### config.mk
export PLATFORM = sky130hd
export DESIGN_NAME = cdua_queue
export DESIGN_NICKNAME = d
export VERILOG_FILES = /design/src/cdua_pkg.sv /design/src/cdua_queue.sv
export VERILOG_INCLUDE_DIRS = /design/src /design/src/src
export SDC_FILE = /design/constraint.sdc
export NUM_CORES = 1
export LEC_CHECK = 0
export ABC_AREA = 1
export CAP_MARGIN = 20
export CORE_AREA = 2 2 356 358
export DETAILED_ROUTE_END_ITERATION = 7
export DIE_AREA = 0 0 358 360
export DONT_BUFFER_PORTS = 1
export REMOVE_ABC_BUFFERS = 1
export SYNTH_ARGS = -nofsm -noshare
export SYNTH_HDL_FRONTEND = slang
export SYNTH_SLANG_ARGS = --single-unit
### constraint.sdc
create_clock -name clk -period 32.6 [get_ports clk]
set_clock_uncertainty 0.2 [all_clocks]
set_input_delay 3.26 -clock clk [delete_from_list [all_inputs] [get_ports clk]]
set_output_delay 3.26 -clock clk [all_outputs]
set_load 0.02 [all_outputs]
### src/coord_descent_update_accumulator_core_defines.svh
// assertion macros shared by the queue, multiplier and back-end files
`ifndef COORD_DESCENT_UPDATE_ACCUMULATOR_CORE_DEFINES_SVH
`define COORD_DESCENT_UPDATE_ACCUMULATOR_CORE_DEFINES_SVH

// condition must hold whenever the antecedent holds
`define CDUA_ASSERT_IMPL(label, ante, cons, msg) \
  label: assert property (@(posedge clk) disable iff (rst) (ante) |-> (cons)) else $error(msg);

// condition must hold in the cycle after the antecedent
`define CDUA_ASSERT_NEXT(label, ante, cons, msg) \
  label: assert property (@(posedge clk) disable iff (rst) (ante) |=> (cons)) else $error(msg);

`endif

### src/cdua_pkg.sv
package cdua_pkg;

  // word widths and queue depth
  localparam int WORD_W = 64;
  localparam int CFG_W = 32;
  localparam int PADDR_W = 4;
  localparam int QUEUE_DEPTH = 2;

  // parameter defaults
  localparam int DEF_FRAC_BITS = 16;
  localparam int DEF_DATA_WIDTH = 32;

  // saturation limits
  localparam logic [WORD_W-1:0] WORD_MAX = {1'b0, {(WORD_W-1){1'b1}}};
  localparam logic [WORD_W-1:0] WORD_MIN = {1'b1, {(WORD_W-1){1'b0}}};

  // register map, index is paddr[3:2]
  localparam logic [1:0] REG_MODE = 2'd0;
  localparam logic [1:0] REG_BETA = 2'd1;
  localparam logic [1:0] REG_RATIO = 2'd2;

  // mode register codes
  localparam logic [1:0] MODE_PLAIN = 2'd0;
  localparam logic [1:0] MODE_ZS = 2'd1;
  localparam logic [1:0] MODE_PARALLEL = 2'd2;

  localparam logic [CFG_W-1:0] RATIO_RESET = 32'h0001_0000;

  // how the back end treats one row
  typedef enum logic [1:0] {
    KIND_PLAIN,
    KIND_ZS,
    KIND_PARALLEL
  } kind_t;

  // one classified row in the queue
  typedef struct packed {
    logic first;
    logic last;
    kind_t kind;
    logic signed [WORD_W-1:0] y;
    logic signed [WORD_W-1:0] xb;
    logic signed [WORD_W-1:0] w;
    logic signed [WORD_W-1:0] xk;
    logic signed [WORD_W-1:0] xs;
    logic signed [WORD_W-1:0] a_off;
    logic signed [WORD_W-1:0] b_off;
  } entry_t;

  typedef struct packed {
    logic empty;
    logic full;
  } queue_stat_t;

  typedef struct packed {
    logic signed [CFG_W-1:0] beta;
    logic signed [CFG_W-1:0] ratio;
  } cfg_t;

  typedef struct packed {
    logic start;
    logic signed [WORD_W-1:0] a;
    logic signed [WORD_W-1:0] b;
  } mul_req_t;

  typedef struct packed {
    logic done;
    logic sat;
    logic signed [WORD_W-1:0] value;
  } mul_rsp_t;

  typedef enum logic [1:0] {
    MUL_IDLE,
    MUL_RUN,
    MUL_FIN,
    MUL_DONE
  } mul_state_t;

  typedef enum logic [2:0] {
    B_IDLE,
    B_ISSUE,
    B_WAIT,
    B_RESID,
    B_FINAL
  } back_state_t;

  // product in flight on the shared multiplier
  typedef enum logic [2:0] {
    MOP_XR,
    MOP_BD,
    MOP_WD,
    MOP_AD,
    MOP_BR
  } mop_t;

  typedef struct packed {
    logic sat;
    logic signed [WORD_W-1:0] value;
  } arith_t;

  // saturating add
  function automatic arith_t sat_add(input logic signed [WORD_W-1:0] a,
                                     input logic signed [WORD_W-1:0] b);
    logic [WORD_W:0] s;
    arith_t r;
    s = {a[WORD_W-1], a} + {b[WORD_W-1], b};
    if (s[WORD_W] != s[WORD_W-1]) begin
      r.sat = 1'b1;
      r.value = s[WORD_W] ? WORD_MIN : WORD_MAX;
    end else begin
      r.sat = 1'b0;
      r.value = s[WORD_W-1:0];
    end
    return r;
  endfunction

  // saturating subtract
  function automatic arith_t sat_sub(input logic signed [WORD_W-1:0] a,
                                     input logic signed [WORD_W-1:0] b);
    logic [WORD_W:0] s;
    arith_t r;
    s = {a[WORD_W-1], a} - {b[WORD_W-1], b};
    if (s[WORD_W] != s[WORD_W-1]) begin
      r.sat = 1'b1;
      r.value = s[WORD_W] ? WORD_MIN : WORD_MAX;
    end else begin
      r.sat = 1'b0;
      r.value = s[WORD_W-1:0];
    end
    return r;
  endfunction

endpackage

### src/cdua_queue.sv
`include "coord_descent_update_accumulator_core_defines.svh"

module cdua_queue (
  input  logic clk,
  input  logic rst,
  input  logic push,
  input  cdua_pkg::entry_t entry,
  input  logic pop,
  output cdua_pkg::entry_t head,
  output cdua_pkg::queue_stat_t qstat
);

  localparam int DEPTH = cdua_pkg::QUEUE_DEPTH;
  localparam int PTR_W = (DEPTH > 1) ? $clog2(DEPTH) : 1;
  localparam int CNT_W = $clog2(DEPTH + 1);

  cdua_pkg::entry_t slots [DEPTH];
  logic [PTR_W-1:0] wr_ptr;
  logic [PTR_W-1:0] rd_ptr;
  logic [CNT_W-1:0] count;

  assign qstat.empty = (count == '0);
  assign qstat.full = (count == CNT_W'(DEPTH));
  assign head = slots[rd_ptr];

  // storage
  always_ff @(posedge clk) begin
    if (push) begin
      slots[wr_ptr] <= entry;
    end
  end

  // pointers and fill count
  always_ff @(posedge clk) begin
    if (rst) begin
      wr_ptr <= '0;
      rd_ptr <= '0;
      count <= '0;
    end else begin
      if (push) begin
        wr_ptr <= (wr_ptr == PTR_W'(DEPTH - 1)) ? '0 : wr_ptr + 1'b1;
      end
      if (pop) begin
        rd_ptr <= (rd_ptr == PTR_W'(DEPTH - 1)) ? '0 : rd_ptr + 1'b1;
      end
      case ({push, pop})
        2'b10: count <= count + 1'b1;
        2'b01: count <= count - 1'b1;
        default: ;
      endcase
    end
  end

  `CDUA_ASSERT_IMPL(a_pop_nonempty, pop, count != '0, "queue popped while empty")
  `CDUA_ASSERT_NEXT(a_push_fills, push && !pop, count != '0, "queue lost a pushed request")

endmodule

; ---- Word level (Yosys, flattened, before mapping)
; Memory sizes are Yosys's and may differ from the RTL's. A register that Yosys moved wholly into a read port is not among the register bits.
; Cells that the tools add are included.
[word_totals]
regBits = 4
ramBits = 904
input_bits = 456
out_inout_bits = 454
word_cells = 20
memories = 1
[op_classes]
addsub = 4
eq_ne = 3
mux = 7
reduce_logical = 2
[memory_table]
columns = name, depth, width, read_ports, rd_clocked_by_memory_dff, write_ports, line_no
row1 = slots, 2, 452, 1, 1, 1, cdua_queue.sv:17  ; cdua_pkg::entry_t slots [DEPTH];
[ops]
columns = op, n
row1 = 1-bit 2-to-1 mux, 6
row2 = 2-bit equality test (second input constant), 2
row3 = 2-bit one-hot mux with 2 select lines, 1
row4 = 1-bit adder (second input constant), 2
row5 = 2-bit by 1-bit adder with 2-bit output (second input constant), 1
row6 = 2-bit by 1-bit equality test with 1-bit output (second input constant), 1
row7 = 2-bit zero test, 1
row8 = 2-bit nonzero test, 1
row9 = 2-bit by 1-bit subtractor with 2-bit output (second input constant), 1

; ---- Depth between registers and ports, before layout
; Gate-level depths: netlist (run 1).
[logic_depth]
word_depth = 4
ltp_mapped = 7

; ---- Worst setup path before layout (run 1)
; OpenSTA, ideal clock, no wires.
[synth_timing]
kind = input to register
startpoint = in push
endpoint = mem slots[0][0] (netlist name) (enable)
setup_ns = 1.290
arrival_ns = 22.228
t_required_ns = 31.110
path_slack_ns = 8.881
cell_stages = 2
cell_sequence = inv_1 > nor2_1
[synth_via]
elab_chain_cells = 2
[synth_rtl]
columns = item, line_no
row1 = "start, declared", cdua_queue.sv:6  ; input logic push,
row2 = 1-bit 2-to-1 mux, cdua_queue.sv:28  ; if (push) begin
row3 = 1-bit 2-to-1 mux (implied by the code), cdua_queue.sv:29  ; slots[wr_ptr] <= entry;
row4 = "end, declared", cdua_queue.sv:17
; Every way passes these cells.

==> impl_metrics.tcl, run 1 <==
set metrics [dict create \
    status "completed" \
    grt_pass1_wl_mm 104 \
    pin_count 910 \
    worstPathRequired_ns 29.14 \
    rsz0062_at_grt "false" \
    rr_worst_depth 4 \
    avgSynthCellArea_sq_um 23.6 \
    crit_path_max_fanout 129 \
    nets 1957 \
    min_path_type "flip-flop to flip-flop" \
    end_kind "primary output" \
    dpl-instance-area_sq_um 35800 \
    core_sq_um 125000 \
    ys_seq_area_share_pct 80.2 \
    antenna_left 0 \
    yosysTopAreaCell "edfxtp_1" \
    critPathTopFamily "buffers and inverters" \
    crit_buf_inv 3 \
    max_freq_mhz 128 \
    drv_cap 0 \
    cts_resized 0 \
    path_class "flip-flop to primary output" \
    max_slew_margin_pct 27.5 \
    cts_hold_buf 0 \
    drt_iter0_drc 1179 \
    worst_pin_slew_ns 1.09 \
    clock-root-buffer "clkbuf_16" \
    synth_edf_count 904 \
    clk_latency_ns 0.67 \
    slowest_delay_ns 0.77 \
    reg2reg_setup_slack_ns 29.08 \
    grt_start_max_net_pins 146 \
    routed-via-count 13600 \
    post_cts.repair.setup_buffers 0 \
    routabilityCongestion 0.938 \
    ys.flop_type "edfxtp_1" \
    htreeDepth 3 \
    start_util_pct 27.2 \
    finalHoldViolCount 0 \
    cts_made_buffers 91 \
    setup_tns_ns 0 \
    remaining_drc_errors 0 \
    fillers 11900 \
    synth_seq_cells 909 \
    drive_gt1_share_pct 38.4 \
    dpl.hpwl_mm 56.9 \
    wl_per_cell_um 24.1 \
    finalCritPeriodShare_pct 23.9 \
    min_delay_path_depth 2 \
    hold_start "rd_ptr" \
    die_w_um 358 \
    port_buffers 0 \
    powerDensity_nw_per_um2 68.1 \
    synth-async-reset-ratio_pct 0 \
    synth_common_cells "904 x edfxtp_1, 280 x mux2_4, 172 x mux2_2, 31 x buf_6, 18 x buf_2" \
    synthCells 1439 \
    start_kind "flip-flop" \
    whs_ns 0.318 \
    finalCriticalPeriod_ns 7.80 \
    synth.area.top_cells "edfxtp_1 80%, mux2_4 12%, mux2_2 5.7%" \
    reg2reg_to "slots[1][413]" \
    die_area_sq_um 129000 \
    area_growth_pct 13.9 \
    crit_cells 4 \
    cp_cell_sequence "buf_4, buf_4, buf_12, mux2_2" \
    final_cells 3223 \
    routed_via_density 4.23 \
    final_max_slew_viol_count 0 \
    timing.rr.start "wr_ptr" \
    finish.instance_area_sq_um 38700 \
    rows 130 \
    yosysTopAreaCellShare_pct 79.9 \
    cts_sinks 909 \
    crit_top_cell "buf_4" \
    globalRouteOverflowTotal 0 \
    dp.cells 3057 \
    p_leak_uw 0.0129 \
    drtPass1Iterations 5 \
    totalWireLength_mm 77.6 \
    cp_slowest_cell "dfxtp_4" \
    grtUsageTotal_pct 11.3 \
    clkSlewWorstSetupHoldPaths_ns 0.06 \
    clock_path_buffers 3 \
    synthDistinctLibCells 16 \
    worst_ir_drop_vdd_mv 0.0439 \
    setup_violations 0 \
    grt_pass1_vias 14500 \
    synth.most_common_cell "edfxtp_1" \
    crit_arrival_ns 4.34 \
    cts_tree "yes" \
    yosys_warnings 0 \
    netlist_area_sq_um 34000 \
    dieHeight_um 360 \
    antenna_found_initial 12 \
    finalPower_uw 2630 \
]
-- worst reg2reg max path, stage by stage (launching register included) --
cell and delay, ns:
dfxtp_1 0.40, nand2_1 0.16, inv_8 0.53, buf_4 0.79, buf_4 0.97
-- flip-flops by register name, summed over array words and instances, names as in the netlist, named ones only --
| name | count |
|---|---|
| slots | 904 |
| count | 2 |
| rd_ptr | 1 |
| wr_ptr | 1 |
-- power by group --
group / switching (uW) / total [uW] / internal [uW]
Combinational: 166 / 256 / 89.4
Sequential: 19.4 / 1380 / 1360
Clock: 433 / 1000 / 567
Total: 619 / 2630 / 2010
-- kinds of logic after synthesis --
family,synth area share [%]
flip-flops,80.2
multiplexers,18.1
buffers and inverters,1.39
AND/OR/NAND/NOR,0.199
AO/OA/AOI/OAI,0.0294
XOR/XNOR,0.0258
adder cells (fa/ha/maj),0.0368
-- per-layer routing --
metal | part of all wire [%] | GRT usage (%) | vias up
met5 | 0.076 | 0 | -
met4 | 2.6 | 4.33 | 8
met3 | 14 | 6.57 | 120
met2 | 53 | 20.8 | 702
met1 | 30 | 9.86 | 6947
li1 | - | - | 5851
-- worst max-delay path by stage --
| stage | start | to | slack (ns) |
|---|---|---|---|
| floorplan | push | slots[0][0] | 8.88 |
| global placement | flip-flop | head[117] | 25.56 |
| detailed placement | flip-flop | head[117] | 25.46 |
| CTS | flip-flop | head[96] | 24.67 |
| global route | flip-flop | head[117] | 24.53 |
| finish | flip-flop | head[117] | 24.80 |
-- area by class of cell --
| class | instances | area, sq um | area share (%) |
|---|---|---|---|
| sequential | 909 | 27200 | 70.5 |
| inverter | 7 | 33.8 | 0.0874 |
| clock inverter | 52 | 487 | 1.26 |
| antenna | 4 | 10.0 | 0.0259 |
| clock buffer | 110 | 2390 | 6.18 |
| multi-input combinational | 473 | 6250 | 16.2 |
| timing repair buffer | 18 | 185 | 0.479 |
| tap | 1650 | 2060 | 5.34 |
-- through the flow --
stage,util [%],setup WS (ns)
after floorplan,-,8.88
final,31.0,24.80
after detailed placement,28.6,25.46
after global routing,31.0,24.53
after global placement,28.6,25.56
after CTS,30.9,24.67
-- cell usage in the layout, fill, tap and decap left out, types with 2 or more instances in the layout --
cell / Yosys / routed
clkinv_16: 0 / 2
inv_1: 7 / 6
mux2_4: 280 / 280
clkinv_4: 0 / 2
clkinvlp_4: 0 / 4
inv_6: 0 / 6
bufinv_16: 0 / 5
buf_4: 1 / 14
buf_12: 0 / 4
clkinv_1: 0 / 15
mux2_2: 172 / 172
inv_16: 0 / 2
dfxtp_1: 5 / 4
diode_2: 0 / 4
nand2_1: 5 / 5
edfxtp_1: 904 / 904
clkinv_2: 0 / 16
clkbuf_1: 0 / 17
nor2_1: 10 / 9
clkbuf_16: 0 / 93
(Power assumes the default switching activity.)
==> run 2: changes to the inputs <==
- ABC_AREA: 1 -> 0
- CORE_AREA: 2 2 356 358 -> 2 2 351 353
- DIE_AREA: 0 0 358 360 -> 0 0 353 355
- clock period: 32.6 -> 6.62 ns (I/O delays scaled with it)
==> run 2 against run 1 <==
  * Combinational power rose to 6.5 times the previous value
  * Critical path depth is 1 lower
  * Non-clock buffer count up 466
  * Total power grew to 5.2 times the previous value
  * Worst hold slack worse by 0.18 ns
  * Synthesized cell count down 0.76%
  * Clock power grew to 5.3 times the previous value
  * Sequential share of layout area shrank 7.8 points
  * Count of clock-buffer cells in the layout grew 5
  * Critical path type unchanged
==> impl_metrics.tcl, run 2 <==
set metrics [dict create \
    core_sq_um 121000 \
    post_cts.repair.setup_buffers 0 \
    timing.rr.start "wr_ptr" \
    swShare_pct 24.0 \
    fillers 11100 \
    powerDensity_nw_per_um2 316 \
    path_class "flip-flop to primary output" \
    finish.instance_area_sq_um 43500 \
    setup_violations 0 \
    yosysTopAreaCell "edfxtp_1" \
    pwr-share-clk_pct 38.3 \
    rows 128 \
    p_sw_uw 3310 \
    max_freq_mhz 255 \
    hold_start "pop" \
    grt_start_max_net_pins 147 \
    grt_pass1_vias 16800 \
    worstPathRequired_ns 5.76 \
    clock_path_buffers 3 \
    cts_tree "yes" \
    antenna_left 0 \
    setup_tns_ns 0 \
    globalRouteOverflowTotal 0 \
    area_growth_pct 28.2 \
    dieHeight_um 355 \
    synth_seq_cells 909 \
    largest_register_ffs 904 \
    dpl.hpwl_mm 56.1 \
    pin_count 910 \
    routabilityCongestion 0.866 \
    final_cell_mix "904 x edfxtp_1, 456 x dlygate4sd3_1, 280 x mux2_4, 172 x mux2_2, 96 x clkbuf_16" \
    start_util_pct 28.0 \
    drtPass1Iterations 5 \
    clock-root-buffer "clkbuf_16" \
    dpl-instance-area_sq_um 35800 \
    antenna_found_initial 13 \
    max_slew_margin_pct 29.1 \
    drv_cap 0 \
    internal_power_uw 10500 \
    synth.most_common_cell "edfxtp_1" \
    cts_made_buffers 94 \
    port_buffers 0 \
    status "completed" \
    min_path_type "primary input to flip-flop" \
    yosys_warnings 0 \
    worst_ir_drop_vdd_mv 0.223 \
    yosysTopAreaCellShare_pct 80.0 \
    synth_common_cells "904 x edfxtp_1, 280 x mux2_4, 172 x mux2_2, 31 x buf_6, 18 x buf_2" \
    finalPower_uw 13800 \
    clkSlewWorstSetupHoldPaths_ns 0.06 \
    start_kind "flip-flop" \
    synth-async-reset-ratio_pct 0 \
    routed_via_density 4.25 \
    dp.cells 3031 \
    synth.area.top_cells "edfxtp_1 80%, mux2_4 12%, mux2_2 5.7%" \
    ff_latch_area_sq_um 27200 \
    power_frac_comb_pct 12.1 \
    clk_latency_ns 0.68 \
    netlist_area_sq_um 33900 \
    p_leak_uw 0.0149 \
    multi_input_area_sq_um 6250 \
    min_delay_path_depth 3 \
    reg_top3 "slots (904), count (2)" \
    die_area_sq_um 125000 \
    grt_pass1_wl_mm 116 \
    cts_hold_buf 456 \
    rsz0062_at_grt "false" \
    finalCriticalPeriod_ns 3.92 \
    cts_resized 0 \
    ys_seq_area_share_pct 80.3 \
    crit_arrival_ns 3.06 \
    synthCells 1428 \
    finalCritPeriodShare_pct 59.3 \
    drive_gt1_share_pct 30.4 \
    synth_edf_count 904 \
    ys.flop_type "edfxtp_1" \
    die_w_um 353 \
    rr_worst_depth 2 \
    routed-via-count 15600 \
    remaining_drc_errors 0 \
    top_register "slots" \
    synthDistinctLibCells 17 \
    grtUsageTotal_pct 12.5 \
    cts_sinks 909 \
    final_cells 3663 \
    totalWireLength_mm 82.4 \
    drt_iter0_drc 1021 \
    wl_per_cell_um 22.5 \
    layout_commonest_cell "edfxtp_1" \
    avgSynthCellArea_sq_um 23.8 \
    crit_path_max_fanout 78 \
    seqPwrFrac_pct 49.6 \
    htreeDepth 3 \
    finalHoldViolCount 0 \
    end_kind "primary output" \
    worst_pin_slew_ns 1.06 \
    final_max_slew_viol_count 0 \
    nets 2415 \
]
run 2: changes by cell type after synthesis, sizes merged:
cell   change
and2       +1
inv        -6
nor2       -4
xor2       +1
nor3       -1
nand2      -5
nand4      -1
xnor2      +2
nor2b      +1
or3        +1
run 2: path summary, 6_finish.rpt:
check                                      to  slack (ns)
worst max-delay path                  head[8]        2.70
worst min-delay path                 count[0]        0.14
worst max register to register  slots[1][360]        3.93
worst min register to register       count[1]        0.34
run 2: critical path, cell delays in order (launching register included):
cell     delay (ns)
dfxtp_4        0.96
buf_4          0.37
buf_12         0.39
mux2_2         0.48
run 2: final cells by class:
class                           instances  share of cell area, %
Clock inverter                         57                   1.44
Inverter                                1                0.00863
Clock buffer                          115                   5.69
Antenna cell                            4                 0.0230
Sequential cell                       909                   62.6
Tap cell                             1625                   4.67
Timing Repair Buffer                  484                   11.2
Multi-Input combinational cell        468                   14.4
run 2: cell families (layout without fill, tap and decap cells):
group	after synthesis	count (layout)	synth area share [%]
flip-flops	909	909	80.3
adder cells (fa/ha/maj)	1	1	0.0369
multiplexers	452	452	18.1
XOR/XNOR	4	4	0.103
other	0	4	0
buffers and inverters	51	657	1.33
AND/OR/NAND/NOR	9	9	0.122
AO/OA/AOI/OAI	2	2	0.0295
run 2: power groups by stage:
| stage | logic, uW | clock network [uW] | registers [uW] |
|---|---|---|---|
| 6_report | 1670 | 5270 | 6840 |
| 5_1_grt | 1740 | 5630 | 6860 |
| 4_1_cts | 1680 | 5400 | 6830 |
| 3_5_place_dp | 1400 | 0 | 6960 |
| 3_3_place_gp | 1380 | 0 | 6940 |
| 2_1_floorplan | 1430 | 0 | 7220 |
run 2: metrics by stage:
| step | worst slack, ns | util (%) | hold slack (ns) |
|---|---|---|---|
| 3_3_place_gp | 3.44 | 29.5 | 0.274 |
| 4_1_cts | 2.59 | 35.8 | 0.0415 |
| 2_1_floorplan | -14.50 | - | 0.261 |
| 6_report | 2.70 | 35.8 | 0.135 |
| 3_5_place_dp | 3.39 | 29.5 | 0.340 |
| 5_1_grt | 2.52 | 35.8 | 0.0816 |
run 2: routing by layer:
layer	GRT usage [%]	share of wire, %	vias to the layer above	wire (um)
met3	4.68	8.5	151	6970
met5	0	0.11	-	88
li1	-	-	6799	-
met1	13.0	35	7893	29000
met4	5.06	3.0	12	2510
met2	22.8	53	730	43800
==> run 3: changes to the inputs <==
- clock period: 6.62 -> 3.4 ns (I/O delays scaled with it)
==> run 3 against run 2 <==
  * Register-to-register slack worse by 2.8 ns
  * Clock power is 95% higher
  * First-iteration DRC count is 19% higher
  * Worst setup slack worse by 2.4 ns
  * Worst hold slack worse by 0.030 ns
  * Cell count is 1.4% higher
  * Die area stayed put
  * Wire length is 0.37% higher
  * Via count is 2.1% higher
  * Sequential share of layout area is 0.73 points lower
  * Core utilization is 0.42 points higher
  * Critical path depth is 5 higher
  * Highest routed layer unchanged
==> impl_metrics.tcl, run 3 (synthesis results as in run 2) <==
set metrics [dict create \
    status "completed" \
    max_freq_mhz 320 \
    drt_iter0_drc 1217 \
    crit_path_max_fanout 3 \
    routabilityCongestion 0.854 \
    totalWireLength_mm 82.7 \
    cts_tree "yes" \
    end_kind "flip-flop" \
    globalRouteOverflowTotal 0 \
    finalHoldViolCount 0 \
    cts_hold_buf 459 \
    top_register "slots" \
    whs_ns 0.105 \
    finish.instance_area_sq_um 44000 \
    dieHeight_um 355 \
    dpl-instance-area_sq_um 36300 \
    grt_pass1_wl_mm 116 \
    rsz0062_at_grt "false" \
    routed-via-count 15900 \
    core_sq_um 121000 \
    worst_pin_slew_ns 0.648 \
    path_class "primary input to flip-flop" \
    worstPathRequired_ns 3.83 \
    start_util_pct 28.0 \
    clk_latency_ns 0.68 \
    cts_resized 0 \
    antenna_found_initial 14 \
    pin_count 910 \
    finalCritPeriodShare_pct 92.0 \
    min_path_type "primary input to flip-flop" \
    worst_ir_drop_vdd_mv 0.416 \
    cts_sinks 909 \
    clkSlewWorstSetupHoldPaths_ns 0.06 \
    nets 2462 \
    clock_path_buffers 3 \
    drtPass1Iterations 5 \
    setup_tns_ns 0 \
    antenna_left 0 \
    wl_per_cell_um 22.3 \
    port_buffers 0 \
    largest_register_ffs 904 \
    crit_arrival_ns 3.56 \
    max_slew_margin_pct 56.8 \
    grtUsageTotal_pct 12.5 \
    dpl.hpwl_mm 58.1 \
    drv_cap 0 \
    die_w_um 353 \
    fillers 11100 \
    rows 128 \
    area_growth_pct 29.7 \
    htreeDepth 3 \
    grt_pass1_vias 17000 \
    finalCriticalPeriod_ns 3.13 \
    clock-root-buffer "clkbuf_16" \
    final_max_slew_viol_count 0 \
    p_leak_uw 0.0152 \
    post_cts.repair.setup_buffers 0 \
    grt_start_max_net_pins 80 \
    die_area_sq_um 125000 \
    start_kind "primary input" \
    layout_commonest_cell "edfxtp_1" \
    routed_via_density 4.28 \
    final_cell_mix "904 x edfxtp_1, 459 x dlygate4sd3_1, 280 x mux2_4, 172 x mux2_2, 95 x clkbuf_16" \
    cts_made_buffers 92 \
    drive_gt1_share_pct 32.1 \
    powerDensity_nw_per_um2 612 \
    setup_violations 0 \
    remaining_drc_errors 0 \
    reg_top3 "slots (904), count (2)" \
]
## run 3: cell types whose count changed in the layout (fill, tap and decap cells not counted), moves of 2 or more
cell	change
clkinv_1	-5
clkinv_2	+4
buf_4	+37
buf_12	+9
dlygate4sd3_1	+3
diode_2	+2
## run 3: layer usage
metal	track usage [%]	routed length [um]
met2	22.5	43500
met5	0	99
met3	4.80	7540
met4	4.85	2300
met1	13.0	29200
## run 3: through the flow
step	utilization, %	worst slack, ns	cells	total power, uW
finish	36.3	0.270	3713	26900
global placement	29.9	1.06	3077	16300
detailed placement	29.9	1.05	3077	16300
CTS	36.3	0.245	3707	27200
global route	36.3	0.250	3709	27800
floorplan	-	-17.40	1378	16800
## run 3: layout make-up
cell class,instances,area [sq um],area share [%]
Sequential cell,909,27200,61.9
Multi-Input combinational cell,468,6250,14.2
Timing Repair Buffer,533,5350,12.2
Clock buffer,114,2450,5.56
Tap cell,1625,2030,4.62
Clock inverter,57,674,1.53
Antenna cell,6,15.0,0.0341
Inverter,1,3.75,0.00853
## run 3: final timing paths
| kind | from | end | slack, ns | depth (start not counted) |
|---|---|---|---|---|
| worst max-delay path | push | count[1] | 0.27 | 8 |
| worst min-delay path | entry[118] | slots[1][118] | 0.11 | 1 |
| worst max register to register | count[0] | count[1] | 1.11 | 5 |
| worst min register to register | rd_ptr | rd_ptr | 0.34 | 2 |
## run 3: critical path: stages
cell and delay [ns]:
dlygate4sd3_1 0.62, inv_1 0.12, ha_1 0.30, dlygate4sd3_1 0.59
or3_1 0.34, dlygate4sd3_1 0.56, a21oi_1 0.13, dlygate4sd3_1 0.55
## run 3: where the power goes
part / internal, uW / total [uW] / switching, uW / leakage (uW)
Clock: 6020 / 10300 / 4280 / 0.00151
Sequential: 13100 / 13300 / 183 / 0.00853
Combinational: 1350 / 3370 / 2020 / 0.00514
Total: 20500 / 26900 / 6480 / 0.0152
