**config.mk**
```make
export PLATFORM = sky130hd
export DESIGN_NAME = cdua_front
export DESIGN_NICKNAME = d
export VERILOG_FILES = /design/src/coord_descent_update_accumulator_core_defines.svh /design/src/cdua_pkg.sv /design/src/cdua_front.sv
export SDC_FILE = /design/constraint.sdc
export NUM_CORES = 1
export LEC_CHECK = 0
export ABC_CLOCK_PERIOD_IN_PS = 2200
export BUFFER_PORTS_ARGS = -buffer_cell sky130_fd_sc_hd__buf_2
export CAP_MARGIN = 10
export CORE_AREA = 2 2 346 348
export CTS_CLUSTER_DIAMETER = 50
export DETAILED_ROUTE_END_ITERATION = 16
export DIE_AREA = 0 0 348 350
export SYNTH_ARGS = -nofsm -noshare
export SYNTH_HDL_FRONTEND = slang
export SYNTH_SLANG_ARGS = --single-unit
```
**constraint.sdc**
```tcl
create_clock -name clk -period 2.2 [get_ports clk]
set_input_delay 0.22 -clock clk [delete_from_list [all_inputs] [get_ports clk]]
set_output_delay 0.22 -clock clk [all_outputs]
set_load 0.01 [all_outputs]
```
**src/coord_descent_update_accumulator_core_defines.svh**
```systemverilog
// assertion macros shared by the queue, multiplier and back-end files
`ifndef COORD_DESCENT_UPDATE_ACCUMULATOR_CORE_DEFINES_SVH
`define COORD_DESCENT_UPDATE_ACCUMULATOR_CORE_DEFINES_SVH

// condition must hold whenever the antecedent holds
`define CDUA_ASSERT_IMPL(label, ante, cons, msg) \
  label: assert property (@(posedge clk) disable iff (rst) (ante) |-> (cons)) else $error(msg);

// condition must hold in the cycle after the antecedent
`define CDUA_ASSERT_NEXT(label, ante, cons, msg) \
  label: assert property (@(posedge clk) disable iff (rst) (ante) |=> (cons)) else $error(msg);

`endif

```
**src/cdua_pkg.sv**
```systemverilog
package cdua_pkg;

  // word widths and queue depth
  localparam int WORD_W = 64;
  localparam int CFG_W = 32;
  localparam int PADDR_W = 4;
  localparam int QUEUE_DEPTH = 2;

  // parameter defaults
  localparam int DEF_FRAC_BITS = 16;
  localparam int DEF_DATA_WIDTH = 32;

  // saturation limits
  localparam logic [WORD_W-1:0] WORD_MAX = {1'b0, {(WORD_W-1){1'b1}}};
  localparam logic [WORD_W-1:0] WORD_MIN = {1'b1, {(WORD_W-1){1'b0}}};

  // register map, index is paddr[3:2]
  localparam logic [1:0] REG_MODE = 2'd0;
  localparam logic [1:0] REG_BETA = 2'd1;
  localparam logic [1:0] REG_RATIO = 2'd2;

  // mode register codes
  localparam logic [1:0] MODE_PLAIN = 2'd0;
  localparam logic [1:0] MODE_ZS = 2'd1;
  localparam logic [1:0] MODE_PARALLEL = 2'd2;

  localparam logic [CFG_W-1:0] RATIO_RESET = 32'h0001_0000;

  // how the back end treats one row
  typedef enum logic [1:0] {
    KIND_PLAIN,
    KIND_ZS,
    KIND_PARALLEL
  } kind_t;

  // one classified row in the queue
  typedef struct packed {
    logic first;
    logic last;
    kind_t kind;
    logic signed [WORD_W-1:0] y;
    logic signed [WORD_W-1:0] xb;
    logic signed [WORD_W-1:0] w;
    logic signed [WORD_W-1:0] xk;
    logic signed [WORD_W-1:0] xs;
    logic signed [WORD_W-1:0] a_off;
    logic signed [WORD_W-1:0] b_off;
  } entry_t;

  typedef struct packed {
    logic empty;
    logic full;
  } queue_stat_t;

  typedef struct packed {
    logic signed [CFG_W-1:0] beta;
    logic signed [CFG_W-1:0] ratio;
  } cfg_t;

  typedef struct packed {
    logic start;
    logic signed [WORD_W-1:0] a;
    logic signed [WORD_W-1:0] b;
  } mul_req_t;

  typedef struct packed {
    logic done;
    logic sat;
    logic signed [WORD_W-1:0] value;
  } mul_rsp_t;

  typedef enum logic [1:0] {
    MUL_IDLE,
    MUL_RUN,
    MUL_FIN,
    MUL_DONE
  } mul_state_t;

  typedef enum logic [2:0] {
    B_IDLE,
    B_ISSUE,
    B_WAIT,
    B_RESID,
    B_FINAL
  } back_state_t;

  // product in flight on the shared multiplier
  typedef enum logic [2:0] {
    MOP_XR,
    MOP_BD,
    MOP_WD,
    MOP_AD,
    MOP_BR
  } mop_t;

  typedef struct packed {
    logic sat;
    logic signed [WORD_W-1:0] value;
  } arith_t;

  // saturating add
  function automatic arith_t sat_add(input logic signed [WORD_W-1:0] a,
                                     input logic signed [WORD_W-1:0] b);
    logic [WORD_W:0] s;
    arith_t r;
    s = {a[WORD_W-1], a} + {b[WORD_W-1], b};
    if (s[WORD_W] != s[WORD_W-1]) begin
      r.sat = 1'b1;
      r.value = s[WORD_W] ? WORD_MIN : WORD_MAX;
    end else begin
      r.sat = 1'b0;
      r.value = s[WORD_W-1:0];
    end
    return r;
  endfunction

  // saturating subtract
  function automatic arith_t sat_sub(input logic signed [WORD_W-1:0] a,
                                     input logic signed [WORD_W-1:0] b);
    logic [WORD_W:0] s;
    arith_t r;
    s = {a[WORD_W-1], a} - {b[WORD_W-1], b};
    if (s[WORD_W] != s[WORD_W-1]) begin
      r.sat = 1'b1;
      r.value = s[WORD_W] ? WORD_MIN : WORD_MAX;
    end else begin
      r.sat = 1'b0;
      r.value = s[WORD_W-1:0];
    end
    return r;
  endfunction

endpackage

```
**src/cdua_front.sv**
```systemverilog
module cdua_front #(
  parameter int DATA_WIDTH = cdua_pkg::DEF_DATA_WIDTH
) (
  input  logic clk,
  input  logic rst,
  // config port
  input  logic psel,
  input  logic penable,
  input  logic pwrite,
  input  logic [cdua_pkg::PADDR_W-1:0] paddr,
  input  logic [cdua_pkg::CFG_W-1:0] pwdata,
  output logic [cdua_pkg::CFG_W-1:0] prdata,
  output logic pready,
  // sample channel
  input  logic in_valid,
  output logic in_stall,
  input  logic signed [DATA_WIDTH-1:0] response,
  input  logic signed [DATA_WIDTH-1:0] predictor,
  input  logic signed [DATA_WIDTH-1:0] weight,
  input  logic signed [DATA_WIDTH-1:0] feature,
  input  logic signed [DATA_WIDTH-1:0] partner_feature,
  input  logic signed [cdua_pkg::WORD_W-1:0] a_offset,
  input  logic signed [cdua_pkg::WORD_W-1:0] b_offset,
  input  logic last,
  // to queue and back end
  input  cdua_pkg::queue_stat_t qstat,
  output logic push,
  output cdua_pkg::entry_t entry,
  output cdua_pkg::cfg_t cfg
);

  localparam int W = cdua_pkg::WORD_W;

  logic [1:0] mode;
  logic signed [cdua_pkg::CFG_W-1:0] beta;
  logic signed [cdua_pkg::CFG_W-1:0] ratio;
  logic run_open;
  logic wr_en;
  logic [1:0] reg_idx;

  assign reg_idx = paddr[cdua_pkg::PADDR_W-1:2];
  assign wr_en = psel & penable & pwrite;
  assign pready = 1'b1;

  // register writes
  always_ff @(posedge clk) begin
    if (rst) begin
      mode <= cdua_pkg::MODE_PLAIN;
      beta <= '0;
      ratio <= cdua_pkg::RATIO_RESET;
    end else if (wr_en) begin
      case (reg_idx)
        cdua_pkg::REG_MODE: mode <= pwdata[1:0];
        cdua_pkg::REG_BETA: beta <= pwdata;
        cdua_pkg::REG_RATIO: ratio <= pwdata;
        default: ;
      endcase
    end
  end

  // register reads
  always_comb begin
    case (reg_idx)
      cdua_pkg::REG_MODE: prdata = {{(cdua_pkg::CFG_W-2){1'b0}}, mode};
      cdua_pkg::REG_BETA: prdata = beta;
      cdua_pkg::REG_RATIO: prdata = ratio;
      default: prdata = '0;
    endcase
  end

  assign cfg.beta = beta;
  assign cfg.ratio = ratio;

  // accept while the queue has room
  assign in_stall = qstat.full;
  assign push = in_valid & ~qstat.full;

  // run tracking, a row after a last row opens a new run
  always_ff @(posedge clk) begin
    if (rst) begin
      run_open <= 1'b0;
    end else if (push) begin
      run_open <= ~last;
    end
  end

  // classify the row and widen its fields
  always_comb begin
    entry.first = ~run_open;
    entry.last = last;
    case (mode)
      cdua_pkg::MODE_ZS: entry.kind = cdua_pkg::KIND_ZS;
      cdua_pkg::MODE_PARALLEL: entry.kind = cdua_pkg::KIND_PARALLEL;
      default: entry.kind = cdua_pkg::KIND_PLAIN;
    endcase
    entry.y = W'(response);
    entry.xb = W'(predictor);
    entry.w = W'(weight);
    entry.xk = W'(feature);
    entry.xs = W'(partner_feature);
    entry.a_off = a_offset;
    entry.b_off = b_offset;
  end

endmodule

```
# After elaboration in Yosys (flattened, before gate mapping)

Index checks and enable logic that the tools add are counted.

Register bits: 67
Input port bits: 333
Output and inout port bits: 551
Word-level logic and storage cells: 20

Equality and inequality tests: 4
Muxes and demuxes: 2
Bitwise logic cells: 6
Reductions and logical operators: 4

Operators by type and width:

| kind                                                                   | number |
|---|---|
| 32-bit case mux with 3 select lines                                    | 1 |
| 2-bit AND reduction                                                    | 3 |
| 2-bit by 1-bit equality test with 1-bit output (second input constant) | 2 |
| 2-bit equality test (second input constant)                            | 2 |
| 2-bit case mux with 2 select lines                                     | 1 |
| 1-bit bitwise AND                                                      | 3 |
| 1-bit inverter                                                         | 3 |
| 2-bit zero test                                                        | 1 |

# Logic depth before layout (Yosys ltp)

Gate-level depths: netlist of run 1.

Depth after elaboration: 3
Gate-level depth with buffers: 6
Gate-level depth less buffers: 3

# Least setup slack after synthesis of run 1

OpenSTA, ideal clock, no wires.

Path kind: input -> register
Start point: in paddr[3] (netlist bit)
End point: reg beta[10] (netlist bit)
Library setup time: 0.072 ns
Arrival: 1.168 ns
Data required time: 2.128 ns
Slack: 0.960 ns
Stages: 6
Buffers on the path: 3
Cells stage by stage: and2b_1 > buf_6 > and4_4 > buf_6 > buf_12 > mux2i_1

Longest elaborated chain between the ends: 2

Ends and longest elaborated chain:

| element                                        | RTL line         | RTL |
|---|---|---|
| start, declared                                | cdua_front.sv:10 | `input logic [cdua_pkg::PADDR_W-1:0] paddr,` |
| 2-bit by 1-bit equality test with 1-bit output | cdua_front.sv:52 | `case (reg_idx)` |
| 2-bit AND reduction (no line)                  | --               |  |
| end signal, assigned                           | cdua_front.sv:54 | `cdua_pkg::REG_BETA: beta <= pwdata;` |
| end, declared                                  | cdua_front.sv:35 | `logic signed [cdua_pkg::CFG_W-1:0] beta;` |

No other way between the ends.
A chain may end at the register's enable or synchronous reset.

# Worst setup path in the final report of run 1

Start point: in paddr[3] (netlist bit)
End point: out prdata[29] (netlist bit)

Longest elaborated chain between the ends: 2
Elaborated cells between the ends (all ways): 4
Classes of those cells: 2 x eq/ne; 1 x mux; 1 x reduce/logical

Ends and longest elaborated chain:

| element                                           | RTL line         | RTL |
|---|---|---|
| 2-bit equality test, or another cell as far along | cdua_front.sv:63 | `case (reg_idx)` |
| 32-bit case mux with 3 select lines (*)           | cdua_front.sv:63 |  |
| end, declared                                     | cdua_front.sv:12 | `output logic [cdua_pkg::CFG_W-1:0] prdata,` |

Every way passes the cells marked *; elsewhere a longest branch is shown, timed or not.

==> results of run 1 <==
## stage by stage
step,setup slack (ns),util
after global routing,0.658,0.0512
final,0.694,0.0512
after floorplan,0.960,-
after detailed placement,0.597,0.0487
after global placement,0.617,0.0487
after CTS,0.706,0.0512
## sequential cells by signal, indices dropped and copies added (netlist names)
| name | count |
|---|---|
| mode | 2 |
| beta | 32 |
| ratio | 32 |
| run_open | 1 |
## power by group
group	leakage [nW]	total (mW)	switching, mW	internal [mW]
clock network	0.142	1.51	0.605	0.902
registers	0.541	1.24	0.0145	1.23
logic	1.46	0.249	0.140	0.109
## critical path: stages
cell     delay, ns
buf_2         0.13
and2b_1       0.24
buf_4         0.28
a22o_1        0.26
buf_2         0.16
## logic make-up (layout without fill, tap and decap cells)
family                 after synthesis  after routing  share of synthesized area
buffers and inverters              478            166                      0.540
AND/OR/NAND/NOR                    113            113                      0.109
multiplexers                        68             68                      0.104
flip-flops                          67             67                      0.204
AO/OA/AOI/OAI                       33             33                     0.0427
other                                1              1                   0.000571
## placed cells by master (no fill, tap or decap)
| master | instances |
|---|---|
| buf_2 | 143 |
| clkbuf_1 | 1 |
| nor2b_1 | 3 |
| nand4_4 | 1 |
| buf_12 | 1 |
| conb_1 | 1 |
| clkinv_2 | 1 |
| clkbuf_16 | 9 |
| clkinvlp_4 | 1 |
| a22o_1 | 30 |
| nand2_1 | 2 |
| a211oi_1 | 1 |
| buf_4 | 6 |
| mux2i_1 | 68 |
| dfxtp_1 | 67 |
| and2b_1 | 1 |
| nor2b_4 | 1 |
| o21ai_0 | 2 |
| and4_4 | 1 |
| nand4_1 | 2 |
| clkbuf_8 | 1 |
| bufinv_16 | 1 |
| clkinv_4 | 1 |
| nor2_1 | 4 |
| inv_1 | 1 |
| and4_1 | 1 |
| nand2b_1 | 97 |
## cell usage after synthesis (all sizes together)
master / n
buf: 460
nand2b: 97
mux2i: 68
dfxtp: 67
a22o: 30
clkbuf: 17
nor2: 4
nor2b: 4
nand4: 3
and4: 2
nand2: 2
o21ai: 2
a211oi: 1
and2b: 1
conb: 1
inv: 1
## area by class of cell
cell class                 count  share of cell area
tap                         1536               0.319
inverter                       1            0.000623
clock buffer                  11              0.0403
timing repair buffer         150               0.129
clock inverter                 4             0.00851
multi-input combinational    215               0.280
sequential                    67               0.222
## metal layers
layer,track usage,vias up,part of all wire
met2,0.115,579,0.50
met4,0.0274,0,0.038
met3,0.0931,84,0.30
met1,0.0286,1420,0.16
li1,-,1323,-
met5,0,-,0
## worst paths after layout
path	start	to	slack [ns]
hold reg to reg	ratio[30]	ratio[30]	0.49
setup / recovery	paddr[3]	prdata[29]	0.69
setup reg to reg	ratio[22]	ratio[22]	1.49
hold / removal	last	run_open	0.06
==> out/results.tsv, run 1 <==
metric	value	unit
Initial DRC Count	79	
# fillers	13832	
Finished Cell Area	6030	µm²
DRC	0	
total power	3.00	mW
post-CTS setup buffers	0	
final hold slack	0.0585	ns
Resized Gates After CTS	0	
area of the multi-input gates	1690	µm²
min Tclk post-route	1.51	ns
CTS H-tree lvls	3	
Die Width	348	µm
Hold Path Stages	2	
RSZ-0062 raised after global routing	no	
Hold-fix buffers, CTS	0	
largest net degree at the start of global routing	101	
Die ar.	122000	µm²
crit end category	primary output	
Setup Viol. Count Final	0	
period utilization	0.685	
post-synth top area share	0.518	
leading area contributor after synthesis	buf_4	
Synth Cell Area	6570	µm²
row count	126	
status	completed	
CTS tree	built	
layout cells sized above 1	0.373	
Max Buffers Root-to-Sink	2	
clk sink count	67	
WL per Instance	21.1	µm
Max Slew Vio Count	0	
P per Cell Area	498	nW/µm²
first-pass GRT wire length	48.5	mm
worst min path class	primary input to flop	
worst-path fanout max	17	
Max-Cap Viols	0	
initial antenna violation count	0	
register area share after synthesis	0.204	
Cell variety after synth	21	
TritonCTS Buffers	9	
root buffer cell	clkbuf_16	
Pleak	2.15	nW
critical path class	primary input to primary output	
I/O pin total	884	
Worst IR Drop VDD	0.438	mV
ant diodes	0	
via count	3406	
gr usage total	0.0654	
post-route ant nets	0	
synthesized netlist cell count	760	
placed cell areas	5740	µm²
Final HPWL DP	38.3	mm
Initial Utilization	0.0557	
Storage cell area	1340	µm²
detailed-route vias per instance	1.72	
vias in the first global route	3311	
Max Freq	664	MHz
Final GP Congestion	0.750	
clock slew at reported path FFs	0.06	ns
Post-Syn Nets	1093	
Seq cells post-synth	67	
final-stage net count	777	
required time worst endpoint	1.98	ns
area grow syn2layout	-8.16	%
Core Area	118000	µm²
Fin. Hold Viols	0	
Initial DRT Pass Iterations	4	
chip height	350	µm
post-route setup TNS	0	ns
CP startpoint kind	primary input	
Syn. warnings	0	
Worst EP arrival	1.29	ns
Non-Filler Instances	1984	
Worst R2R Path Depth	2	
clock insertion delay at the later pin of the skew report	0.36	ns
DP Cell Count	1969	
total routed wirelength	41.8	mm
clock skew	0	ns
total global routing overflow	0	
Synth area leaders	buf_4, dfxtp_1, mux2i_1, nand2b_1, a22o_1	
Port Buffers	143	
syn avg cell area	8.64	µm²
No activity file was read; power rests on OpenSTA's default activity.
==> inputs of run 2 (changes only) <==
--- a/config.mk
+++ b/config.mk
@@ -5,13 +5,13 @@
 export SDC_FILE = /design/constraint.sdc
 export NUM_CORES = 1
 export LEC_CHECK = 0
-export ABC_CLOCK_PERIOD_IN_PS = 2200
+export ABC_CLOCK_PERIOD_IN_PS = 1400
 export BUFFER_PORTS_ARGS = -buffer_cell sky130_fd_sc_hd__buf_2
 export CAP_MARGIN = 10
-export CORE_AREA = 2 2 346 348
+export CORE_AREA = 2 2 341 343
 export CTS_CLUSTER_DIAMETER = 50
 export DETAILED_ROUTE_END_ITERATION = 16
-export DIE_AREA = 0 0 348 350
+export DIE_AREA = 0 0 343 345
 export SYNTH_ARGS = -nofsm -noshare
 export SYNTH_HDL_FRONTEND = slang
 export SYNTH_SLANG_ARGS = --single-unit
==> constraint.sdc (replaced) <==
create_clock -name clk -period 1.4 [get_ports clk]
set_input_delay 0.14 -clock clk [delete_from_list [all_inputs] [get_ports clk]]
set_output_delay 0.14 -clock clk [all_outputs]
set_load 0.01 [all_outputs]
==> run 2 against run 1 <==
Clock power grew 56%. Count of clock-buffer cells in the layout is 1 lower. Critical path type unchanged. Sequential cell count unchanged. Core utilization up 0.25 points. Combinational power grew 65%. Largest cell class unchanged.
==> out/results.tsv, run 2 (same netlist as run 1, synthesis figures left out) <==
metric	value	unit	change
first-pass GRT wire length	50.1	mm	+3.3%
clock skew	0	ns	unchanged
status	completed		
Core Area	115000	µm²	-2.3%
final-stage net count	788		+1.4%
Max-Cap Viols	0		unchanged
CTS H-tree lvls	3		unchanged
Reg2Reg Launch Point	ratio[9]		
CP dominant cell by count	buf_2		
Port Buffers	143		unchanged
Worst R2R Path Depth	2		unchanged
via count	3484		+2.3%
Initial Utilization	0.0570		+0.00129
total global routing overflow	0		unchanged
vias in the first global route	3458		+4.4%
Hold Startpoint	pwdata[26]		
Storage cell area	1350	µm²	+0.28%
detailed-route vias per instance	1.76		+2.3%
Max Buffers Root-to-Sink	2		unchanged
Die ar.	118000	µm²	-2.8%
Worst EP arrival	1.20	ns	-0.09 ns
chip height	345	µm	-1.4%
gr usage total	0.0696		+0.00416
clk sink count	67		unchanged
CTS tree	built		
CP max stage cell	and2b_2		
Initial DRC Count	105		+33%
Fin. Hold Viols	0		unchanged
# fillers	13712		-0.87%
Final HPWL DP	39.5	mm	+3.1%
min Tclk post-route	1.34	ns	
crit end category	primary output		
WL per Instance	21.7	µm	+2.9%
layout cells sized above 1	0.396		+0.0229
period utilization	0.956		
total power	4.73	mW	+58%
post-route ant nets	0		unchanged
critical path class	primary input to primary output		
DRC	0		unchanged
biggest regs	beta (32), ratio (32), mode (2)		
I/O pin total	884		unchanged
worst-path fanout max	16		-1
largest net degree at the start of global routing	53		-48%
clock slew at reported path FFs	0.06	ns	about the same
RR Endpoint	ratio[9]		
final hold slack	0.0519	ns	-0.00662 ns
Max Slew Vio Count	0		unchanged
initial antenna violation count	0		unchanged
row count	125		-0.79%
ant diodes	0		unchanged
root buffer cell	clkbuf_16		
crit path cell chain	buf_2 > and2b_2 > buf_12 > buf_4 > a22o_1 > buf_2		
Die Width	343	µm	-1.4%
required time worst endpoint	1.26	ns	-0.72 ns
FF-to-FF setup slack	0.66	ns	-0.83 ns
clock insertion delay at the later pin of the skew report	0.36	ns	about the same
commonest non-fill, non-tap cell in the layout	buf_2		
TritonCTS Buffers	9		unchanged
P per Cell Area	766	nW/µm²	+54%
hold worst-path end	beta[26]		
Setup Viol. Count Final	0		unchanged
worst min path class	primary input to flop		
total routed wirelength	43.0	mm	+2.9%
post-route setup TNS	0	ns	unchanged
Worst IR Drop VDD	0.552	mV	+26%
Max Freq	747	MHz	
Initial DRT Pass Iterations	4		unchanged
CP startpoint kind	primary input		
Final GP Congestion	0.735		-2.1%
Hold Path Stages	3		+1
area grow syn2layout	-5.87	%	
Critical Path Max Stage Delay	0.25	ns	-0.03 ns
RSZ-0062 raised after global routing	no		
area of the multi-input gates	1690	µm²	about the same
most frequent cells in the layout	buf_2, nand2b_1, mux2i_1, dfxtp_1, a22o_1		
Pleak	2.23	nW	+3.9%
## run 2: cell types whose count changed in the layout (fill, tap and decap cells not counted), moves of 2 or more
| cell | before | now |
|---|---|---|
| o21ai_1 | 0 | 2 |
| buf_12 | 1 | 7 |
| dfxtp_1 | 67 | 64 |
| buf_4 | 6 | 10 |
| o21ai_0 | 2 | 0 |
| dfxtp_2 | 0 | 3 |
## run 2: where the power goes
group	switching, mW	total [mW]	internal [mW]
logic	0.213	0.411	0.198
registers	0.0243	1.96	1.93
clock network	0.982	2.36	1.38
## run 2: metrics by stage
stage               utilization  cells  setup WS (ns)  cell area, µm²
floorplan                     -    760          0.240            6570
global placement         0.0509   1966         0.0328            5860
detailed placement       0.0509   1966         0.0342            5860
CTS                      0.0536   1983         0.0176            6170
global route             0.0537   1984        0.00481            6180
finish                   0.0537   1984         0.0615            6180
## run 2: layer usage
layer  track usage  wire length, µm  up-vias
met5       0.00245               47        -
met1        0.0313             6840     1460
met2         0.112            19800      580
li1              -                -     1351
met3         0.110            14700       91
met4        0.0292             1510        2
## run 2: worst max-delay path: cells and delay by family
| kind | cells | cell delay, ns |
|---|---|---|
| AOI/OAI and AO/OA | 1 | 0.22 |
| buffers and inverters | 4 | 0.58 |
| and+or+nand+nor | 1 | 0.25 |
## run 2: what timing repair did
item,CTS,global route
gates cloned,0,0
resized for setup,3,2
endpoints found under the hold margin,1,0
endpoints found under the setup margin,3,2
buffers inserted,0,1
hold buffers,1,0
## run 2: layout make-up
type | instances | share of cell area
clock buffer | 10 | 0.0371
sequential | 67 | 0.218
clock inverter | 6 | 0.0105
timing repair buffer | 161 | 0.152
inverter | 1 | 0.000607
multi-input combinational | 215 | 0.273
tap | 1524 | 0.309
## run 2: worst max path at each step
stage / end / slack (ns) / cells after the start / startpoint
2_1_floorplan: beta[10] / 0.24 / 6 / paddr[3]
3_3_place_gp: prdata[5] / 0.03 / 6 / paddr[2]
3_5_place_dp: prdata[11] / 0.03 / 6 / paddr[2]
4_1_cts: prdata[1] / 0.02 / 3 / mode[1]
5_1_grt: prdata[1] / 0.005 / 3 / mode[1]
6_report: prdata[11] / 0.06 / 6 / paddr[2]
==> inputs of run 3 (changes only) <==
--- a/config.mk
+++ b/config.mk
@@ -5,7 +5,7 @@
 export SDC_FILE = /design/constraint.sdc
 export NUM_CORES = 1
 export LEC_CHECK = 0
-export ABC_CLOCK_PERIOD_IN_PS = 1400
+export ABC_AREA = 1
 export BUFFER_PORTS_ARGS = -buffer_cell sky130_fd_sc_hd__buf_2
 export CAP_MARGIN = 10
 export CORE_AREA = 2 2 341 343
==> run 3 against run 2 <==
Hold slack improved by 0.029 ns. Setup slack improved by 0.054 ns. Design area increased by 1.1%. Global-route usage increased by 0.80 points. Synthesized area about the same. Count of clock-buffer cells in the layout decreased by 1. Routed wire length increased by 12%. Critical path depth increased by 1. Sequential power about the same. First-iteration DRC count increased to 3.5 times the previous value. Total power increased by 12%.
==> out/results.tsv, run 3 <==
metric	value	unit	change
root buffer cell	clkbuf_16		
Cell variety after synth	15		-29%
clock insertion delay at the later pin of the skew report	0.39	ns	+0.03 ns
clock skew	0	ns	unchanged
pre-CTS setup slack	0.0451	ns	+0.0110 ns
period utilization	0.917		-0.0389
first-pass GRT wire length	55.9	mm	+12%
number of flops mapped to enable cells by yosys	0		unchanged
hold worst-path end	ratio[6]		
Syn. warnings	0		unchanged
Core Area	115000	µm²	unchanged
Fin. Hold Viols	0		unchanged
final worst setup slack	0.116	ns	+0.0544 ns
Port Buffers	143		unchanged
total power	5.29	mW	+12%
commonest non-fill, non-tap cell in the layout	nand2_1		
Die Width	343	µm	unchanged
largest net degree at the start of global routing	58		+9.4%
area of the multi-input gates	1550	µm²	-8.1%
placed cell areas	5870	µm²	about the same
chip height	345	µm	unchanged
Hold Path Stages	5		+2
total global routing overflow	0		unchanged
DRC	0		unchanged
Setup Viol. Count Final	0		unchanged
critical path class	primary input to primary output		
CTS tree	built		
Worst IR Drop VDD	1.52	mV	+180%
post-synth top area share	0.516		-0.00219
FF-to-FF setup slack	0.72	ns	+0.06 ns
post-route ant nets	0		unchanged
async set or reset register ratio after synthesis	0		unchanged
Worst R2R Path Depth	3		+1
Final GP Congestion	0.738		+0.45%
Synth area leaders	buf_4, dfxtp_1, nand2_1, nor2_1, nand3_1		
Max-Cap Viols	0		unchanged
biggest regs	beta (32), ratio (32), mode (2)		
Worst EP arrival	1.14	ns	-0.06 ns
CP startpoint kind	primary input		
Seq cells post-synth	67		unchanged
register area share after synthesis	0.204		about the same
P per Cell Area	847	nW/µm²	+11%
CTS H-tree lvls	3		unchanged
Max Buffers Root-to-Sink	2		unchanged
Final HPWL DP	42.1	mm	+6.8%
RR Endpoint	beta[29]		
final core utilization	0.0543		+0.000576
crit end category	primary output		
TritonCTS Buffers	9		unchanged
Synth top cells by count	buf_4, nand2_1, nor2_1		
via count	4541		+30%
worst-path fanout max	34		+18
required time worst endpoint	1.26	ns	about the same
Finished Cell Area	6250	µm²	+1.1%
RSZ-0062 raised after global routing	no		
Initial Utilization	0.0570		about the same
Max Freq	779	MHz	+4.2%
min Tclk post-route	1.28	ns	-0.0544 ns
detailed-route vias per instance	2.08		+18%
Post-synth top flop	dfxtp_1		
Post-Syn Nets	1302		+19%
Max Slew Vio Count	0		unchanged
clock slew at reported path FFs	0.07	ns	about the same
worst min path class	primary input to flop		
Storage cell area	1340	µm²	about the same
I/O pin total	884		unchanged
Die ar.	118000	µm²	unchanged
Synth Cell Area	6560	µm²	about the same
syn avg cell area	6.77	µm²	-22%
initial antenna violation count	13		+13
WL per Instance	22.0	µm	+1.7%
area grow syn2layout	-4.84	%	
clk sink count	67		unchanged
post-route setup TNS	0	ns	unchanged
synthesized netlist cell count	969		+28%
most frequent cells in the layout	nand2_1, buf_2, nor2_1, nand3_1, dfxtp_1		
Initial DRC Count	363		+250%
# fillers	13813		+0.74%
Initial DRT Pass Iterations	5		+1
count leader, synth	buf_4		
Reg2Reg Launch Point	beta[29]		
final-stage net count	989		+26%
status	completed		
row count	125		unchanged
Pleak	2.44	nW	+9.3%
leading area contributor after synthesis	buf_4		
layout cells sized above 1	0.276		-0.120
vias in the first global route	4070		+18%
Hold Startpoint	pwdata[6]		
gr usage total	0.0776		+0.00797
total routed wirelength	48.2	mm	+12%
[run 3: changes by cell type after synthesis, moves of 4 or more]
cell / before / now
nand3_1: 0 / 67
buf_6: 4 / 0
nor2b_1: 4 / 0
buf_2: 2 / 27
clkbuf_1: 17 / 3
nand2_1: 2 / 166
mux2i_1: 68 / 0
nand2b_1: 97 / 0
inv_1: 1 / 38
a22o_1: 30 / 0
nor2_1: 4 / 139
[run 3: per-layer routing]
metal,GRT usage,vias up,routed length (µm)
met5,0.00449,-,107
met4,0.0405,6,2450
met3,0.111,142,14700
met2,0.104,645,18800
met1,0.0555,1904,12100
li1,-,1844,-
[run 3: cell families (layout without fill, tap and decap cells)]
logic type / count (synthesis) / after routing / synth area share
buffers and inverters: 523 / 214 / 0.562
other: 1 / 2 / 0.000571
AND/OR/NAND/NOR: 375 / 375 / 0.230
flip-flops: 67 / 67 / 0.204
AO/OA/AOI/OAI: 3 / 3 / 0.00305
[run 3: area by class of cell]
class,instances,area share
repair buffers,159,0.156
clock buffers,9,0.0361
flip-flops and latches,67,0.215
clock inverters,6,0.0146
diodes,1,0.000401
multi-input cells,379,0.249
inverters,40,0.0240
well taps,1524,0.305
[run 3: how the worst max path moves through the flow]
stage / from / endpoint / slack, ns
2_1_floorplan: psel / beta[10] / 0.50
3_3_place_gp: paddr[3] / prdata[29] / 0.05
3_5_place_dp: paddr[2] / prdata[29] / 0.05
4_1_cts: ratio[29] / prdata[29] / 0.02
5_1_grt: ratio[29] / prdata[29] / 0.0004
6_report: paddr[3] / prdata[29] / 0.12
[run 3: report_power, final]
group | switching, mW | internal, mW
registers | 0.0352 | 1.95
clock network | 1.14 | 1.55
logic | 0.404 | 0.213
[run 3: through the flow]
step,hold WS [ns],std cells
2_1_floorplan,0.266,969
6_report,0.0804,2185
3_3_place_gp,0.280,2165
4_1_cts,0.0370,2182
3_5_place_dp,0.280,2165
5_1_grt,0.0632,2184
[run 3: timing repair]
item | in CTS | in global routing
hold endpoints to repair | 2 | 0
cloned | 0 | 1
gates resized for setup | 2 | 1
pin swaps | 0 | 1
endpoints found under the setup margin | 2 | 2
buffers inserted | 0 | 1
hold buffers | 2 | 0
[run 3: critical path, cell delays in order]
cell and delay (ns):
buf_2 0.14, inv_2 0.07, nor2_4 0.14, buf_12 0.22, nand2_1 0.08, nand2_1 0.12
buf_4 0.17
